File: src/rtl/core/bcssm_pkg.sv
// ----------------------------------------------------------------------------
// bcssm_pkg
// Types, codes and decode tables shared by the four-digit counter core and
// its channel interfaces.
// ----------------------------------------------------------------------------
package bcssm_pkg;

	localparam int unsigned COUNT_W = 14;
	localparam int unsigned FUNC_W  = 3;
	localparam int unsigned SEL_W   = 4;
	localparam int unsigned DIGIT_W = 4;
	localparam int unsigned SEG_W   = 7;
	localparam int unsigned WIDE_W  = 18;
	localparam int unsigned PROD_W  = 32;
	localparam int unsigned RECIP_W = 16;
	localparam int unsigned SHIFT_W = 5;

	typedef logic [COUNT_W-1:0] count_t;
	typedef logic [WIDE_W-1:0]  wide_t;
	typedef logic [1:0]         scan_t;
	typedef logic [SEL_W-1:0]   sel_t;
	typedef logic [DIGIT_W-1:0] digit_t;
	typedef logic [SEG_W-1:0]   seg_t;
	typedef logic [RECIP_W-1:0] recip_t;
	typedef logic [SHIFT_W-1:0] shift_t;
	typedef logic [PROD_W-1:0]  prod_t;

	typedef enum logic [FUNC_W-1:0] {
		FUNC_TICK   = 3'd0,
		FUNC_INC    = 3'd1,
		FUNC_DOUBLE = 3'd2,
		FUNC_TIMES  = 3'd3,
		FUNC_DIV    = 3'd4,
		FUNC_LOAD   = 3'd5
	} func_t;

	localparam wide_t LIMIT = wide_t'(9999);

	// x / 10 for any 14-bit x
	localparam recip_t DIV10_M = recip_t'(52429);
	localparam shift_t DIV10_S = shift_t'(19);

	localparam scan_t SCAN_ONES      = 2'd0;
	localparam scan_t SCAN_TENS      = 2'd1;
	localparam scan_t SCAN_HUNDREDS  = 2'd2;
	localparam scan_t SCAN_THOUSANDS = 2'd3;

	function automatic sel_t sel_code(input scan_t pos);
		sel_t s;
		unique case (pos)
			SCAN_ONES:      s = 4'b0111;
			SCAN_TENS:      s = 4'b1011;
			SCAN_HUNDREDS:  s = 4'b1101;
			SCAN_THOUSANDS: s = 4'b1110;
		endcase
		return s;
	endfunction

	// reciprocal for count / 10^pos
	function automatic recip_t recip_lo(input scan_t pos);
		recip_t m;
		unique case (pos)
			SCAN_ONES:      m = recip_t'(1);
			SCAN_TENS:      m = recip_t'(52429);
			SCAN_HUNDREDS:  m = recip_t'(5243);
			SCAN_THOUSANDS: m = recip_t'(8389);
		endcase
		return m;
	endfunction

	function automatic shift_t shift_lo(input scan_t pos);
		shift_t s;
		unique case (pos)
			SCAN_ONES:      s = shift_t'(0);
			SCAN_TENS:      s = shift_t'(19);
			SCAN_HUNDREDS:  s = shift_t'(19);
			SCAN_THOUSANDS: s = shift_t'(23);
		endcase
		return s;
	endfunction

	// reciprocal for count / 10^(pos+1)
	function automatic recip_t recip_hi(input scan_t pos);
		recip_t m;
		unique case (pos)
			SCAN_ONES:      m = recip_t'(52429);
			SCAN_TENS:      m = recip_t'(5243);
			SCAN_HUNDREDS:  m = recip_t'(8389);
			SCAN_THOUSANDS: m = recip_t'(53688);
		endcase
		return m;
	endfunction

	function automatic shift_t shift_hi(input scan_t pos);
		shift_t s;
		unique case (pos)
			SCAN_ONES:      s = shift_t'(19);
			SCAN_TENS:      s = shift_t'(19);
			SCAN_HUNDREDS:  s = shift_t'(23);
			SCAN_THOUSANDS: s = shift_t'(29);
		endcase
		return s;
	endfunction

	// bit 0 is segment a
	function automatic seg_t seg_code(input digit_t d);
		seg_t s;
		case (d)
			4'd0:    s = 7'h3F;
			4'd1:    s = 7'h06;
			4'd2:    s = 7'h5B;
			4'd3:    s = 7'h4F;
			4'd4:    s = 7'h66;
			4'd5:    s = 7'h6D;
			4'd6:    s = 7'h7C;
			4'd7:    s = 7'h07;
			4'd8:    s = 7'h7F;
			4'd9:    s = 7'h67;
			default: s = 7'h00;
		endcase
		return s;
	endfunction

endpackage

File: src/rtl/core/bcssm_if.sv
// ----------------------------------------------------------------------------
// bcssm_if
// Valid/ready channels of the counter core: command items in, display
// items out.
// ----------------------------------------------------------------------------
interface bcssm_cmd_if;
	logic                            valid;
	logic                            ready;
	logic [bcssm_pkg::FUNC_W-1:0]    func;
	bcssm_pkg::count_t               load_value;

	modport source (output valid, output func, output load_value, input ready);
	modport sink   (input valid, input func, input load_value, output ready);
endinterface

interface bcssm_disp_if;
	logic                 valid;
	logic                 ready;
	bcssm_pkg::count_t    count_value;
	bcssm_pkg::sel_t      digit_select;
	bcssm_pkg::digit_t    digit_value;
	bcssm_pkg::seg_t      segments;

	modport source (output valid, output count_value, output digit_select,
		output digit_value, output segments, input ready);
	modport sink   (input valid, input count_value, input digit_select,
		input digit_value, input segments, output ready);
endinterface

File: src/rtl/core/button_counter_seven_segment_mux_core.sv
// ----------------------------------------------------------------------------
// button_counter_seven_segment_mux_core
// Four-digit decimal counter with display scan and seven-segment decode.
// ----------------------------------------------------------------------------
// Takes one command item per cycle while the pipeline is not stalled, and gives
// one display item for each, in order. The display item is valid on the output
// once it reaches stage 3, and is taken at the first edge after that with ready high.
// Stage 1 registers the command, stage 2 holds the updated count and scan
// position (the counter update, including the divide by ten through a
// reciprocal multiply, is combinational, so items follow back to back),
// and stage 3 holds the decoded digit, its select pattern and segment code.
// A stage holds its item only while every stage after it is full and the
// display side holds ready low; empty stages are filled without waiting.
module button_counter_seven_segment_mux_core (
	input  logic                 clk,
	input  logic                 arst_n,
	bcssm_cmd_if.sink            cmd,
	bcssm_disp_if.source         disp
);

	logic                         valid_s1;
	logic [bcssm_pkg::FUNC_W-1:0] func_s1;
	bcssm_pkg::count_t            load_s1;

	logic                         valid_s2;
	bcssm_pkg::count_t            count_s2;
	bcssm_pkg::scan_t             scan_s2;

	logic                         valid_s3;
	bcssm_pkg::count_t            count_s3;
	bcssm_pkg::sel_t              sel_s3;
	bcssm_pkg::digit_t            digit_s3;
	bcssm_pkg::seg_t              seg_s3;

	bcssm_pkg::count_t            counter_q;
	bcssm_pkg::scan_t             scan_q;

	logic                         adv1;
	logic                         adv2;
	logic                         adv3;

	bcssm_pkg::count_t            floored;
	bcssm_pkg::prod_t             div_prod;
	bcssm_pkg::wide_t             wide_next;
	bcssm_pkg::count_t            count_next;
	bcssm_pkg::scan_t             scan_next;

	bcssm_pkg::prod_t             prod_lo;
	bcssm_pkg::prod_t             prod_hi;
	bcssm_pkg::count_t            quot_lo;
	bcssm_pkg::count_t            quot_hi;
	bcssm_pkg::count_t            digit_full;
	bcssm_pkg::digit_t            digit_next;

	assign adv3      = !valid_s3 || disp.ready;
	assign adv2      = !valid_s2 || adv3;
	assign adv1      = !valid_s1 || adv2;
	assign cmd.ready = adv1;

	// counter update
	always_comb begin
		floored   = (counter_q == '0) ? bcssm_pkg::count_t'(1) : counter_q;
		div_prod  = bcssm_pkg::prod_t'(floored) * bcssm_pkg::prod_t'(bcssm_pkg::DIV10_M);
		wide_next = bcssm_pkg::wide_t'(counter_q);
		scan_next = scan_q;
		unique case (bcssm_pkg::func_t'(func_s1))
			bcssm_pkg::FUNC_TICK:   scan_next = scan_q + 2'd1;
			bcssm_pkg::FUNC_INC:    wide_next = bcssm_pkg::wide_t'(counter_q) + 18'd1;
			bcssm_pkg::FUNC_DOUBLE: wide_next = bcssm_pkg::wide_t'(floored) << 1;
			bcssm_pkg::FUNC_TIMES:  wide_next = (bcssm_pkg::wide_t'(floored) << 3)
				+ (bcssm_pkg::wide_t'(floored) << 1);
			bcssm_pkg::FUNC_DIV:    wide_next =
				bcssm_pkg::wide_t'(div_prod >> bcssm_pkg::DIV10_S);
			bcssm_pkg::FUNC_LOAD:   wide_next = bcssm_pkg::wide_t'(load_s1);
			default:                wide_next = bcssm_pkg::wide_t'(counter_q);
		endcase
		count_next = (wide_next >= bcssm_pkg::LIMIT) ? '0 : wide_next[bcssm_pkg::COUNT_W-1:0];
	end

	// digit at the scan position: count / 10^p minus ten times count / 10^(p+1)
	always_comb begin
		prod_lo    = bcssm_pkg::prod_t'(count_s2)
			* bcssm_pkg::prod_t'(bcssm_pkg::recip_lo(scan_s2));
		prod_hi    = bcssm_pkg::prod_t'(count_s2)
			* bcssm_pkg::prod_t'(bcssm_pkg::recip_hi(scan_s2));
		quot_lo    = bcssm_pkg::count_t'(prod_lo >> bcssm_pkg::shift_lo(scan_s2));
		quot_hi    = bcssm_pkg::count_t'(prod_hi >> bcssm_pkg::shift_hi(scan_s2));
		digit_full = quot_lo - (quot_hi << 3) - (quot_hi << 1);
		digit_next = digit_full[bcssm_pkg::DIGIT_W-1:0];
	end

	always_ff @(posedge clk or negedge arst_n) begin
		if (!arst_n) begin
			valid_s1  <= 1'b0;
			valid_s2  <= 1'b0;
			valid_s3  <= 1'b0;
			counter_q <= '0;
			scan_q    <= bcssm_pkg::SCAN_ONES;
		end else begin
			if (adv1) begin
				valid_s1 <= cmd.valid;
			end
			if (adv2) begin
				valid_s2 <= valid_s1;
				if (valid_s1) begin
					counter_q <= count_next;
					scan_q    <= scan_next;
				end
			end
			if (adv3) begin
				valid_s3 <= valid_s2;
			end
		end
	end

	always_ff @(posedge clk) begin
		if (adv1) begin
			func_s1 <= cmd.func;
			load_s1 <= cmd.load_value;
		end
		if (adv2) begin
			count_s2 <= count_next;
			scan_s2  <= scan_next;
		end
		if (adv3) begin
			count_s3 <= count_s2;
			sel_s3   <= bcssm_pkg::sel_code(scan_s2);
			digit_s3 <= digit_next;
			seg_s3   <= bcssm_pkg::seg_code(digit_next);
		end
	end

	assign disp.valid        = valid_s3;
	assign disp.count_value  = count_s3;
	assign disp.digit_select = sel_s3;
	assign disp.digit_value  = digit_s3;
	assign disp.segments     = seg_s3;

endmodule

File: src/flat_wrapper.sv
// flat-port wrapper written by rule: the top's interface ports become plain ports
module button_counter_seven_segment_mux_core_flat 
  (clk, arst_n, cmd_valid, cmd_func, cmd_load_value, cmd_ready, disp_valid, disp_count_value, disp_digit_select, disp_digit_value, disp_segments, disp_ready);
  bcssm_cmd_if cmd_i ();
  bcssm_disp_if disp_i ();
  input  logic clk;
  input  logic arst_n;
  input wire logic [$bits(cmd_i.valid)-1:0] cmd_valid;
  input wire logic [$bits(cmd_i.func)-1:0] cmd_func;
  input wire logic [$bits(cmd_i.load_value)-1:0] cmd_load_value;
  output wire logic [$bits(cmd_i.ready)-1:0] cmd_ready;
  output wire logic [$bits(disp_i.valid)-1:0] disp_valid;
  output wire logic [$bits(disp_i.count_value)-1:0] disp_count_value;
  output wire logic [$bits(disp_i.digit_select)-1:0] disp_digit_select;
  output wire logic [$bits(disp_i.digit_value)-1:0] disp_digit_value;
  output wire logic [$bits(disp_i.segments)-1:0] disp_segments;
  input wire logic [$bits(disp_i.ready)-1:0] disp_ready;
  assign cmd_i.valid = cmd_valid;
  assign cmd_i.func = cmd_func;
  assign cmd_i.load_value = cmd_load_value;
  assign cmd_ready = cmd_i.ready;
  assign disp_valid = disp_i.valid;
  assign disp_count_value = disp_i.count_value;
  assign disp_digit_select = disp_i.digit_select;
  assign disp_digit_value = disp_i.digit_value;
  assign disp_segments = disp_i.segments;
  assign disp_i.ready = disp_ready;
  button_counter_seven_segment_mux_core u_core (.clk(clk), .arst_n(arst_n), .cmd(cmd_i), .disp(disp_i));
endmodule
File: config.mk
export PLATFORM = sky130hd
export DESIGN_NAME = button_counter_seven_segment_mux_core_flat
export DESIGN_NICKNAME = d
export VERILOG_FILES = /design/src/rtl/core/bcssm_pkg.sv /design/src/rtl/core/bcssm_if.sv /design/src/rtl/core/button_counter_seven_segment_mux_core.sv /design/src/flat_wrapper.sv
export SDC_FILE = /design/constraint.sdc
export NUM_CORES = 1
export LEC_CHECK = 0
export BUFFER_PORTS_ARGS = -buffer_cell sky130_fd_sc_hd__buf_2
export CAP_MARGIN = 10
export CORE_MARGIN = 3
export CORE_UTILIZATION = 50
export DETAILED_ROUTE_END_ITERATION = 8
export MAX_ROUTING_LAYER = met4
export PLACE_DENSITY = 0.66
export REMOVE_ABC_BUFFERS = 1
export SLEW_MARGIN = 20
export SYNTH_ARGS = -nofsm -noshare
export SYNTH_HDL_FRONTEND = slang
export SYNTH_SLANG_ARGS = --single-unit
File: constraint.sdc
create_clock -name clk -period 17.4 [get_ports clk]
set_clock_uncertainty 0.05 [all_clocks]
set_input_delay 1.74 -clock clk [delete_from_list [all_inputs] [get_ports clk]]
set_output_delay 1.74 -clock clk [all_outputs]
set_load 0.03 [all_outputs]
=== Word-level counts from Yosys, hierarchy flattened ===
Memory sizes are Yosys's and may differ from the RTL's. A register that Yosys moved wholly into a read port is not among the register bits.
Cells that the tools add are included.

* Multiplexer cells: 9
* Bitwise gates (word level): 0
* Add/sub/neg operators: 5
* Reduce and logical (&&, ||, !) cells: 12
* Shift operators: 2
* $lt $le $gt $ge: 1
* $mul: 3
* Equality and inequality tests: 8
* Div/mod/pow operators: 0

{| class="wikitable"
|+ Operators with widths
! cell !! number
|-
| 16-bit one-hot mux with 4 select lines || 2
|-
| 18-bit one-hot mux with 5 select lines || 1
|-
| 14-bit by 16-bit multiplier with 30-bit output || 2
|-
| 14-bit by 16-bit multiplier with 30-bit output (second input constant) || 1
|-
| 5-bit one-hot mux with 3 select lines || 2
|-
| 30-bit by 5-bit >> shifter with 3-bit output || 1
|-
| 30-bit by 5-bit >> shifter with 4-bit output || 1
|-
| 14-bit 2-to-1 mux || 2
|-
| 17-bit by 15-bit adder with 18-bit output || 1
|-
| 18-bit by 14-bit greater-or-equal comparator with 1-bit output (second input constant) || 1
|-
| 4-bit one-hot mux with 4 select lines || 1
|-
| 14-bit by 1-bit adder with 15-bit output (second input constant) || 1
|-
| 14-bit logical NOT || 1
|-
| 4-bit subtractor || 2
|-
| 3-bit by 2-bit equality test with 1-bit output (second input constant) || 2
|-
| 3-bit equality test (second input constant) || 2
|-
| 2-bit equality test (second input constant) || 2
|-
| 2-bit OR reduction || 2
|-
| 3-bit by 1-bit equality test with 1-bit output (second input constant) || 1
|-
| 1-bit logical NOT || 3
|-
| 3-bit logical NOT || 1
|-
| 1-bit logical OR || 3
|-
| 2-bit by 1-bit adder with 2-bit output (second input constant) || 1
|-
| 2-bit by 1-bit equality test with 1-bit output (second input constant) || 1
|-
| other kinds (3) || 3
|}

* Bits in writable memories: 0
* Bits in read-only memories: 112
* Output and inout port bits: 31
* Bits in registers: 74
* Latch bits: 0
* Memories kept: 1

{| class="wikitable"
|+ Memories
! memory !! words !! width !! read ports !! clocked after memory_dff !! write ports !! RTL line !! text
|-
| (name not given) || 16 || 7 || 1 || 1 || 0 || bcssm_pkg.sv:108 || <nowiki>case (d)</nowiki>
|}

=== Logic depth before layout (Yosys ltp) ===
* Depth in word-level cells: 6
* Depth in mapped cells: 36
* Depth with buffers taken out: 34

=== Worst setup path before layout ===
OpenSTA, ideal clock, no wires.

* Path kind: reg-to-reg
* From: register u_core.scan_s2[0]
* To: register u_core.seg_s3[0] (netlist: u_core.disp.segments[0]), data pin
* Slack: 8828 ps
* Data arrival time: 8260 ps
* Period minus slack after synthesis: 8572 ps
* Cell stages (with the launch flop): 35
* Data required time: 17088 ps
* Library setup time: 262 ps
* Buffers on the path: 4
* Path through: edfxtp_1 clkbuf_1 inv_1 ha_1 clkbuf_1 clkbuf_1 nor2b_1 fa_1 inv_1 fa_1 fa_1 inv_1 fa_1 fa_1 inv_1 fa_1 inv_1 ha_1 a21o_1 a21o_1 a21oi_1 o21ai_0 a21oi_1 o2111ai_1 a2111oi_0 o31ai_1 xor2_1 nand2_1 a22o_1 ha_1 o2111a_1 a2111oi_4 xnor3_1 buf_6 mux2i_1

* Word-level cells in the longest chain between the ends: 6
* Elaborated cells between the ends (all ways): 16
* Those cells by class: 2 x add/sub; 2 x mul; 3 x eq/ne; 2 x shift; 4 x mux; 3 x reduce/logical

{| class="wikitable"
|+ Ends and longest elaborated chain
! element !! RTL line !! text
|-
| from (decl) || button_counter_seven_segment_mux_core.sv:27 || <nowiki>bcssm_pkg::scan_t scan_s2;</nowiki>
|-
| from (signal assigned) || button_counter_seven_segment_mux_core.sv:123 || <nowiki>scan_s2 <= scan_next;</nowiki>
|-
| 2-bit equality test (tied with other cells) || n/a ||
|-
| 16-bit one-hot mux with 4 select lines (tied with other cells) || bcssm_pkg.sv:62 || <nowiki>unique case (pos)</nowiki>
|-
| 14-bit by 16-bit multiplier with 30-bit output (tied with other cells) || button_counter_seven_segment_mux_core.sv:83 || <nowiki>* bcssm_pkg::prod_t'(bcssm_pkg::recip_lo(scan_s2));</nowiki>
|-
| 30-bit by 5-bit >> shifter with 4-bit output or 30-bit by 5-bit >> shifter with 3-bit output (tied branches) || button_counter_seven_segment_mux_core.sv:86, button_counter_seven_segment_mux_core.sv:87 ||
|-
| 4-bit subtractor || button_counter_seven_segment_mux_core.sv:88 || <nowiki>digit_full = quot_lo - (quot_hi << 3) - (quot_hi << 1);</nowiki>
|-
| 4-bit subtractor (*) || button_counter_seven_segment_mux_core.sv:88 ||
|-
| net u_core.digit_full[3] || button_counter_seven_segment_mux_core.sv:52 || <nowiki>bcssm_pkg::count_t digit_full;</nowiki>
|-
| to (decl) || button_counter_seven_segment_mux_core.sv:33 || <nowiki>bcssm_pkg::seg_t seg_s3;</nowiki>
|}

Mark *: on every way through the listed nets, which the timed path passes. The rest lies on a longest branch. The select of a mux whose other input is x is not followed.
A chain may end at the register's enable or synchronous reset.

=== Worst setup path in the final report ===
* From: register u_core.scan_s2[0]
* To: register u_core.seg_s3[4] (netlist: u_core.disp.segments[4]), data pin

* Word-level cells in the longest chain between the ends: 6
* Elaborated cells between the ends (all ways): 16
* Those cells by class: 2 x add/sub; 2 x mul; 3 x eq/ne; 2 x shift; 4 x mux; 3 x reduce/logical

{| class="wikitable"
|+ Ends and longest elaborated chain
! element !! RTL line
|-
| 2-bit equality test (tied with other cells) || n/a
|-
| 16-bit one-hot mux with 4 select lines (tied with other cells) || bcssm_pkg.sv:62
|-
| 14-bit by 16-bit multiplier with 30-bit output (tied with other cells) || button_counter_seven_segment_mux_core.sv:83
|-
| 30-bit by 5-bit >> shifter with 4-bit output or 30-bit by 5-bit >> shifter with 3-bit output (tied branches) || button_counter_seven_segment_mux_core.sv:86, button_counter_seven_segment_mux_core.sv:87
|-
| 4-bit subtractor || button_counter_seven_segment_mux_core.sv:88
|-
| 4-bit subtractor (*) || button_counter_seven_segment_mux_core.sv:88
|}

Mark *: on every way between the ends. The rest lies on a longest branch, timed or not. The select of a mux whose other input is x is not followed.

==> results.json <==
{
  "vias_per_cell": 5.51,
  "fin_util_pct": 53.4,
  "status": "finished clean",
  "hold_viol": 0,
  "syn_area_um2": 20300,
  "num_rows": 73,
  "required_ps": 17430,
  "htreeDepth": 3,
  "final_cells": 2646,
  "antenna_found_initial": 2,
  "timing.max_cap.violations": 0,
  "yosysSeqAreaShare_pct": 11.5,
  "finalCriticalPeriod_ps": 10240,
  "synth_async_sr_flop_share_pct": 23.5,
  "worst_path_most_repeated_cell": "inv_1",
  "yosysTopAreaCell": "fa_1",
  "dpl.cell_count": 2629,
  "synthTopCellsByArea": "fa_1 (33%), ha_1 (21%), inv_1 (9.8%), edfxtp_1 (9.2%), nand2_1 (2.6%)",
  "initial_core_util_pct": 50.9,
  "drt_first_pass_iters": 6,
  "drcViolationCount": 0,
  "dp_hpwl_um": 46300,
  "root_buffer": "clkbuf_16",
  "syn_inst": 2103,
  "start_kind": "flip-flop",
  "place_congestion": 0.957,
  "critPathSlowestCell": "ha_1",
  "synth_edf_count": 62,
  "fillCellCount": 3682,
  "fin_crit_sh_pct": 58.8,
  "die_x_um": 208,
  "clkLatencyLatePin_ps": 360,
  "yosysWarnings": 0,
  "synth_top_area_share_pct": 33.4,
  "wl_um": 54200,
  "fin_ws_ps": 7160,
  "slew_headroom_pct": 23.6,
  "die_h_um": 208,
  "crit_arrival_ps": 10270,
  "cts_tree": "yes",
  "grt_setup_unrepaired": "no",
  "worstMarginPinSlew_ps": 1150,
  "grt_pass1_vias": 15520,
  "fmaxAchievable_ghz": 0.0977,
  "met3_usage_pct": 4.76,
  "layout-drive-gt1-share_pct": 5.19,
  "cts.repair.resized": 0,
  "grtUsageMet2_pct": 43.0,
  "clockBufferDepth": 2,
  "cts_sinks": 81,
  "num-nets-final": 2815,
  "syn_to_final_growth_pct": 4.99,
  "wire_per_inst_um": 20.5,
  "critPathMaxFanout": 28,
  "setup.worst_path.end_class": "flip-flop",
  "num_io_pins": 52,
  "drt_iter0_markers": 937,
  "hold_class": "flip-flop to flip-flop",
  "clk_pin_slew_ps": 80,
  "ys_ff_latch": 81,
  "cts_setup_buffers": 0,
  "grt_use_met1_pct": 34.1,
  "grt-ovfl-total": 0,
  "core_region_area_um2": 39900,
  "grt_max_degree": 39,
  "fin_setup_tns_ps": 0,
  "synth.distinct_cells": 83,
  "top_usage_layer": "met2",
  "die-area_um2": 43100,
  "synth.avg_cell_area_um2": 9.66,
  "critical_path_class": "flip-flop to flip-flop",
  "ant_nets": 0,
  "grt_pass1_wl_um": 87000,
  "track_usage_pct": 26.8,
  "io_buffer_count": 51,
  "synth_ff_type": "edfxtp_1",
  "preCtsSetupSlack_ps": 7420,
  "cts.hold.buffers_added": 0,
  "cts_made_buffers": 9,
  "setup-violations-final": 0,
  "slew_violations": 0,
  "num_vias": 14589,
  "cp_slowest_stage_delay_ps": 1160
}
## cells in the mapped netlist (all sizes together) (38+ instances only)
cell    count
a21oi      74
and2       38
clkbuf     50
edfxtp     62
fa        339
ha        340
inv       532
nand2     143
nor2       61
nor2b      46
o21ai      42
xnor2      42
## layout by cell type, fill, tap and decap left out, types with 4 or more instances in the layout
master,instances
a21oi_1,73
nor3b_1,4
o21bai_1,4
fa_1,339
a22oi_1,5
nand2_1,143
nor3_1,14
buf_4,6
a31oi_1,10
nor2b_1,46
mux2i_1,12
o221ai_1,4
a211oi_1,11
nor2_1,61
xor2_1,19
ha_1,340
nand3_1,18
buf_2,51
xnor2_1,42
o211ai_1,7
nand2b_1,21
edfxtp_1,62
clkbuf_16,9
and2_1,37
a2111oi_0,4
o31ai_1,18
or3_1,8
inv_1,531
o21ai_0,41
o21a_1,11
and3_1,11
or2_2,14
a21boi_0,4
dfrtp_1,19
o22ai_1,9
a21o_1,26
nand4_1,7
## state kept, by name, indices dropped and copies added (netlist names)
register	cells
u_core.func_s1	3
u_core.disp.digit_value	4
u_core.load_s1	14
u_core.valid_s2	1
u_core.count_s2	14
u_core.disp.count_value	14
u_core.scan_s2	2
u_core.valid_s1	1
u_core.disp.valid	1
u_core.disp.digit_select	4
u_core.scan_q	2
u_core.disp.segments	7
u_core.counter_q	14
## path summary, 6_finish.rpt
| path | slack (ps) | cells past startpoint | from | to |
|---|---|---|---|---|
| hold reg to reg | 460 | 1 | u_core.scan_q[1]$_DFFE_PN0P_ | u_core.scan_q[1]$_DFFE_PN0P_ |
| hold / removal | 460 | 1 | u_core.scan_q[1]$_DFFE_PN0P_ | u_core.scan_q[1]$_DFFE_PN0P_ |
| min in group asynchronous | 1280 | 1 | arst_n | u_core.scan_q[0]$_DFFE_PN0P_ |
| setup / recovery | 7160 | 31 | u_core.scan_s2[0]$_DFFE_PP_ | u_core.disp.segments[4]$_DFFE_PP_ |
| setup reg to reg | 7160 | 31 | u_core.scan_s2[0]$_DFFE_PP_ | u_core.disp.segments[4]$_DFFE_PP_ |
| max in group asynchronous | 15660 | 1 | arst_n | u_core.counter_q[9]$_DFFE_PN0P_ |
## metal layers
metal / vias up / part of all wire [%]
met2: 527 / 47
li1: 6731 / -
met5: - / 0
met3: 95 / 7.1
met1: 7236 / 41
met4: 0 / 4.4
## critical path: cells and delay by family, from the launching register on
family | cells | cell delay [ps]
AO/OA/AOI/OAI | 10 | 2500
AND/OR/NAND/NOR | 2 | 340
multiplexers | 1 | 200
XOR/XNOR | 2 | 710
adder cells (fa/ha/maj) | 9 | 4540
buffers and inverters | 7 | 690
flip-flops | 1 | 910
## logic make-up after synthesis
logic type | count (synthesis) | synth area share (%)
compound gates | 273 | 9.28
xor+xnor | 62 | 2.74
fa+ha+maj | 679 | 54.4
buf+inv | 588 | 10.9
flops | 81 | 11.5
mux | 17 | 1.04
simple gates | 403 | 10.1
## layout make-up
class	instances	area, um^2	share of cell area, %
diodes	1	2.50	0.0117
repair buffers	57	300	1.41
clock inverters	7	51.3	0.241
well taps	525	657	3.08
inverters	532	2000	9.37
clock buffers	9	225	1.06
multi-input cells	1434	15700	73.9
flip-flops and latches	81	2340	11.0
## stage by stage
stage	hold WS (ps)	instance area, um^2
after global routing	470	21300
final	456	21300
after detailed placement	429	21000
after global placement	425	21000
after floorplan	408	20100
after CTS	452	21300
Power is left out: the tool's default activity adds up to more than one toggle a clock period on the data nets, which glitch-free logic cannot reach.
